$ cat config.mk
export PLATFORM = sky130hd
export DESIGN_NAME = pli_arith
export DESIGN_NICKNAME = d
export VERILOG_FILES = /design/src/rtl/core/pli_pkg.sv /design/src/rtl/core/pli_arith.sv
export SDC_FILE = /design/constraint.sdc
export NUM_CORES = 2
export LEC_CHECK = 0
export BUFFER_PORTS_ARGS = -buffer_cell sky130_fd_sc_hd__buf_2
export CAP_MARGIN = 5
export CORE_AREA = 2 2 267 374
export CTS_CLUSTER_DIAMETER = 40
export DETAILED_ROUTE_END_ITERATION = 16
export DIE_AREA = 0 0 269 376
export GPL_ROUTABILITY_DRIVEN = 0
export GPL_TIMING_DRIVEN = 0
export HOLD_SLACK_MARGIN = 0.15
export SYNTH_ARGS = -nofsm -noshare
export SYNTH_HDL_FRONTEND = slang
export SYNTH_SLANG_ARGS = --single-unit
$ cat constraint.sdc
create_clock -name clk -period 20.2 [get_ports clk]
set_input_delay 2.02 -clock clk [delete_from_list [all_inputs] [get_ports clk]]
set_output_delay 2.02 -clock clk [all_outputs]
set_load 0.03 [all_outputs]
$ cat src/rtl/core/pli_pkg.sv
// Shared types and constants of the piecewise linear interpolator.
package pli_pkg;

    localparam int MAX_POINTS = 64;
    localparam int IDX_BITS   = $clog2(MAX_POINTS);
    localparam int CNT_BITS   = $clog2(MAX_POINTS + 1);
    localparam int WORD_BITS  = 32;
    localparam int DIV_BITS   = WORD_BITS + 1;
    localparam int STEP_BITS  = $clog2(DIV_BITS + 1);

    localparam logic CMD_APPEND = 1'b0;
    localparam logic CMD_EVAL   = 1'b1;

    typedef enum logic [1:0] {
        STAT_OK    = 2'd0,
        STAT_ORDER = 2'd1,
        STAT_FULL  = 2'd2,
        STAT_EMPTY = 2'd3
    } status_t;

    typedef enum logic [2:0] {
        ST_IDLE,
        ST_SRCH,
        ST_CMP,
        ST_FIRST,
        ST_F1,
        ST_F2,
        ST_ARITH
    } state_t;

    typedef struct packed {
        logic                        command;
        logic signed [WORD_BITS-1:0] point_x;
        logic signed [WORD_BITS-1:0] point_y;
        logic signed [WORD_BITS-1:0] query_x;
    } req_t;

    typedef struct packed {
        logic signed [WORD_BITS-1:0] value;
        logic [1:0]                  status;
    } rsp_t;

    typedef struct packed {
        logic signed [WORD_BITS-1:0] x;
        logic signed [WORD_BITS-1:0] y;
    } entry_t;

endpackage

$ cat src/rtl/core/pli_arith.sv
// Product then serial restoring division: quo = a * b / d, truncated.
module pli_arith (
    input  logic                          clk,
    input  logic                          rst_n,
    input  logic                          start,
    input  logic [pli_pkg::DIV_BITS-1:0]  a,
    input  logic [pli_pkg::DIV_BITS-1:0]  b,
    input  logic [pli_pkg::DIV_BITS-1:0]  d,
    output logic                          done,
    output logic [pli_pkg::DIV_BITS-1:0]  quo
);
    import pli_pkg::*;

    logic                    mul_reg, run_reg, done_reg;
    logic [STEP_BITS-1:0]    cnt_reg;
    logic [DIV_BITS-1:0]     a_reg, b_reg, d_reg, sh_reg;
    logic [DIV_BITS:0]       rem_reg;
    logic [2*DIV_BITS-1:0]   prod;
    logic [DIV_BITS:0]       shifted, trial;

    assign prod    = a_reg * b_reg;
    assign shifted = {rem_reg[DIV_BITS-1:0], sh_reg[DIV_BITS-1]};
    assign trial   = shifted - {1'b0, d_reg};

    always_ff @(posedge clk or negedge rst_n)
    begin
        if (!rst_n)
        begin
            mul_reg  <= 1'b0;
            run_reg  <= 1'b0;
            done_reg <= 1'b0;
            cnt_reg  <= '0;
        end
        else
        begin
            done_reg <= 1'b0;
            if (start)
            begin
                mul_reg <= 1'b1;
            end
            else if (mul_reg)
            begin
                mul_reg <= 1'b0;
                run_reg <= 1'b1;
                cnt_reg <= '0;
            end
            else if (run_reg)
            begin
                cnt_reg <= cnt_reg + 1'b1;
                if (cnt_reg == STEP_BITS'(DIV_BITS - 1))
                begin
                    run_reg  <= 1'b0;
                    done_reg <= 1'b1;
                end
            end
        end
    end

    always_ff @(posedge clk)
    begin
        if (start)
        begin
            a_reg <= a;
            b_reg <= b;
            d_reg <= d;
        end
        else if (mul_reg)
        begin
            // high half is below d since a <= d
            rem_reg <= {1'b0, prod[2*DIV_BITS-1:DIV_BITS]};
            sh_reg  <= prod[DIV_BITS-1:0];
        end
        else if (run_reg)
        begin
            if (!trial[DIV_BITS])
            begin
                rem_reg <= trial;
                sh_reg  <= {sh_reg[DIV_BITS-2:0], 1'b1};
            end
            else
            begin
                rem_reg <= shifted;
                sh_reg  <= {sh_reg[DIV_BITS-2:0], 1'b0};
            end
        end
    end

    assign done = done_reg;
    assign quo  = sh_reg;

endmodule
== Word level (Yosys, flattened, before mapping) ==
Index checks and enable logic that the tools add are counted.

* Flip-flop bits (word level): 174
* Output and inout bits: 34
* Word-level logic and storage cells: 32
* Bits of input ports: 102

* Equal/unequal tests: 1
* Bitwise logic cells: 1
* $add $sub $neg: 2
* Multipliers: 1
* Mux-type cells: 16
* Reductions and logical operators: 2

{| class="wikitable"
|+ Operators with widths
! kind !! number
|-
| 2-to-1 mux 33 bit || 5
|-
| multiplier 33 x 33 -> 66 bit || 1
|-
| subtractor 34 x 33 -> 34 bit || 1
|-
| 2-to-1 mux 6 bit || 2
|-
| 2-to-1 mux 1 bit || 9
|-
| adder 6 x 1 -> 6 bit (second input constant) || 1
|-
| equality test 6 bit (second input constant) || 1
|-
| AND reduction 2 bit || 1
|-
| nonzero test 2 bit || 1
|-
| inverter 1 bit || 1
|}

== Longest topological paths before layout ==
* Depth after elaboration: 5
* Depth in mapped cells: 30
* Gate-level depth less buffers: 28

== Least setup slack after synthesis ==
OpenSTA, ideal clock, no wires.

* Path type: flip-flop to flip-flop
* From: register a_reg[21]
* To: register rem_reg[28], data pin
* Slack: 12.617 ns
* Period minus slack after synthesis: 7.583 ns
* Stages on the path, launching flop included: 27
* Buffers on the path: 2
* Library setup time: 0.277 ns
* Required time: 19.923 ns
* Data arrival time: 7.306 ns
* Cells stage by stage: edfxtp_1 clkbuf_1 and2_1 fa_1 inv_1 fa_1 inv_1 fa_1 inv_1 fa_1 inv_1 fa_1 fa_1 fa_1 fa_1 ha_1 buf_6 a2111oi_4 nand2b_1 o211a_1 a211o_1 o2111ai_1 nand3_2 a31o_4 a221oi_2 xor2_1 mux2i_1

* Longest elaborated chain between the ends: 2

{| class="wikitable"
|+ Ends and longest elaborated chain
! what !! line !! RTL
|-
| from (decl) || pli_arith.sv:16 || <nowiki>logic [DIV_BITS-1:0] a_reg, b_reg, d_reg, sh_reg;</nowiki>
|-
| from (signal assigned) || pli_arith.sv:63 || <nowiki>a_reg <= a;</nowiki>
|-
| multiplier 33 x 33 -> 66 bit || pli_arith.sv:21 || <nowiki>assign prod = a_reg * b_reg;</nowiki>
|-
| 2-to-1 mux 33 bit || pli_arith.sv:67 || <nowiki>else if (mul_reg)</nowiki>
|-
| to (signal assigned) || pli_arith.sv:70 || <nowiki>rem_reg <= {1'b0, prod[2*DIV_BITS-1:DIV_BITS]};</nowiki>
|-
| to (signal assigned) || pli_arith.sv:77 || <nowiki>rem_reg <= trial;</nowiki>
|-
| to (signal assigned) || pli_arith.sv:82 || <nowiki>rem_reg <= shifted;</nowiki>
|-
| to (decl) || pli_arith.sv:17 || <nowiki>logic [DIV_BITS:0] rem_reg;</nowiki>
|}

Every way passes these cells.
A chain may end at the register's enable or synchronous reset.

== Final worst setup path ==
* From: register b_reg[11]
* To: register rem_reg[29], data pin

* Longest elaborated chain between the ends: 2

{| class="wikitable"
|+ Ends and longest elaborated chain
! what !! line !! RTL
|-
| from (decl) || pli_arith.sv:16 ||
|-
| from (signal assigned) || pli_arith.sv:64 || <nowiki>b_reg <= b;</nowiki>
|-
| multiplier 33 x 33 -> 66 bit || pli_arith.sv:21 ||
|-
| 2-to-1 mux 33 bit || pli_arith.sv:67 ||
|}

Every way passes these cells.

==> impl_metrics.csv <==
group,metric,value,unit
run_status,status,"finished, final reports clean",
die,rows,136,
setup_path,slowest_stage,"clkbuf_1",
place,post_dp_cell_area,0.0460,mm^2
setup_path,crit_family,"adder cells",
clocking,cts_tree,"yes",
synthesis,syn_avg_cell_area,9.48,um^2
synthesis,synth-seq-cells,174,
grt,grt_pass1_wl,224,mm
die,die_w,269,um
sta,fmax,103,MHz
synthesis,ys_seq_area_frac,0.119,
cells_and_area,stdcell_count,6092,
place,place_hpwl,127,mm
place,portBuffers,135,
synthesis,yosysWarnings,0,
die,chipHeight,376,um
synthesis,synthTopCellsByCount,"1058 x inv_1, 959 x fa_1, 622 x nand2_1, 541 x and2_1, 300 x ha_1",
synthesis,synth.distinct_cells,75,
flow_run,maxCapViolations,0,
cells_and_area,syn_to_final_growth,7.04,%
synthesis,synth_area_leaders,"fa_1 44%, edfxtp_1 11%, inv_1 9.1%, ha_1 8.6%, and2_1 7.8%",
setup_path,slowest_delay,1.07,ns
route,wire_per_inst,24.6,um
synthesis,synthFlopType,"edfxtp_1",
min_path,hold-path-endpoint,"cnt_reg[5]",
setup_path,ff2ff_path_depth,26,
sta,slew_viol_final,0,
sta,worst_pin_slew,1.37,ns
place,dpl.cell_count,6051,
synthesis,synth_edf_count,165,
clocking,cts.clk_slew.worst_paths,0.09,ns
clocking,cts-resized-gates,0,
sta,finalCritPeriodShare,0.481,
sta,fin_crit,9.72,ns
min_path,hold_depth,2,
cells_and_area,drive_gt1_frac,0.0467,
setup_path,worstReg2RegEnd,"rem_reg[29]",
route,vias,33349,
route,dr.pass1.iters,7,
setup_path,worstPathRequired,20.41,ns
sta,setup_viol,0,
route,routed_wl,150,mm
min_path,holdCritPathClass,"reg2reg",
die,die-area,0.101,mm^2
synthesis,synthArstFlopShare,0.0517,
route,ant_nets,0,
sta,hold_violations,0,
route,drt_iter0_drc,2623,
sta,slew_headroom,0.0852,
grt,antenna_found_initial,6,
synthesis,synth_nets,5963,
grt,overflow,0,
sta,fin_tns_setup,0,ns
synthesis,syn_area,0.0436,mm^2
setup_path,reg2reg_slack,10.48,ns
setup_path,crit_buf_inv,6,
clocking,cts.path.max_buffers,2,
grt,grt_max_degree,71,
clocking,numCtsBuffers,17,
setup_path,crit_type,"reg2reg",
synthesis,synth_top_area_cell,"fa_1",
setup_path,crit_start,"b_reg[11]",
cells_and_area,nets,6120,
setup_path,worstPathArrival,9.93,ns
sta,fin_skew,0.0359,ns
synthesis,synth_cells,4602,
synthesis,yosysTopAreaCellShare,0.440,
die,core-area,0.0978,mm^2
setup_path,startpoint_type,"flip-flop",
grt,grt_pass1_vias,35584,
setup_path,cp_common_cell,"fa_1",
clocking,postCtsSetupBuffers,0,
clocking,cts.sinks,174,
synthesis,yosysMostFrequentCell,"inv_1",
route,viasPerCell,5.47,
clocking,clk_latency,0.54,ns
clocking,ctsHoldBuffers,0,
die,io_pins,136,
clocking,cts_max_level,4,
route,drc,0,
sta,rsz0062_at_grt,"no",
grt,grt_usage,0.308,
min_path,min_from,"cnt_reg[5]",
cells_and_area,fin_area,0.0467,mm^2
clocking,clock-root-buffer,"clkbuf_16",
setup_path,r2r_start,"b_reg[11]",
die,start_util,0.446,
setup_path,end_kind,"flip-flop",
setup_path,critical_path_peak_fanout,10,
## worst max path at each step
stage	endpoint	slack [ns]	depth (start not counted)
6_report	rem_reg[29]	10.48	26
5_1_grt	rem_reg[29]	10.32	26
4_1_cts	rem_reg[29]	10.68	26
3_5_place_dp	rem_reg[29]	10.76	26
3_3_place_gp	rem_reg[29]	10.74	26
2_1_floorplan	rem_reg[28]	12.62	26
## metal layers
layer | wire [um] | track usage | up-vias
met4 | 14100 | 0.233 | 0
met1 | 53000 | 0.355 | 17212
met2 | 72400 | 0.513 | 1548
li1 | - | - | 14043
met5 | 0 | 0 | -
met3 | 10700 | 0.0504 | 546
## worst register-to-register path, delay by kind of cell (launching register included)
| kind | cells | cell delay (ns) |
|---|---|---|
| flops | 1 | 0.83 |
| simple gates | 4 | 1.01 |
| compound gates | 7 | 1.65 |
| fa+ha+maj | 9 | 4.37 |
| buf+inv | 6 | 1.56 |
## cells by family after synthesis
logic type                 after synthesis  share of synthesized area
buffers and inverters                 1307                      0.113
muxes                                   74                     0.0178
xor gates and xnor gates                93                     0.0187
AOI/OAI and AO/OA                      342                     0.0517
adders and majority gates             1259                      0.526
DFF                                    174                      0.119
and+or+nand+nor                       1353                      0.153
## cell usage in the layout (no fill, tap or decap), drive strengths merged, types with 14 or more instances in the layout
cell type and instances:
ha 300, nand2 622, mux2i 46, nor3 15, edfxtp 165, clkbuf 252
nand3 27, nor2 72, xor2 39, xnor2 54, mux2 28, o21a 18
fa 959, and2 541, buf 151, o21ai 76, nand4 27, inv 1065
a21o 48, a21oi 98, o21bai 14
## metrics by stage
step | utilization | worst slack [ns] | hold WS (ns)
after floorplan | - | 12.62 | 0.504
after global placement | 0.470 | 10.74 | 0.527
after detailed placement | 0.470 | 10.76 | 0.531
after CTS | 0.477 | 10.68 | 0.555
after global routing | 0.477 | 10.32 | 0.566
final | 0.477 | 10.48 | 0.549
## cell type report
cell class,instances,area [um^2]
inverter,1059,3980
antenna,9,22.5
timing repair buffer,138,753
buffer,248,975
tap,1311,1640
clock buffer,17,425
fill,9503,51100
multi-input combinational,3121,33500
sequential,174,5180
clock inverter,15,220
Power is left out: the tool's default activity adds up to more than one toggle a clock period on the data nets, which glitch-free logic cannot reach.
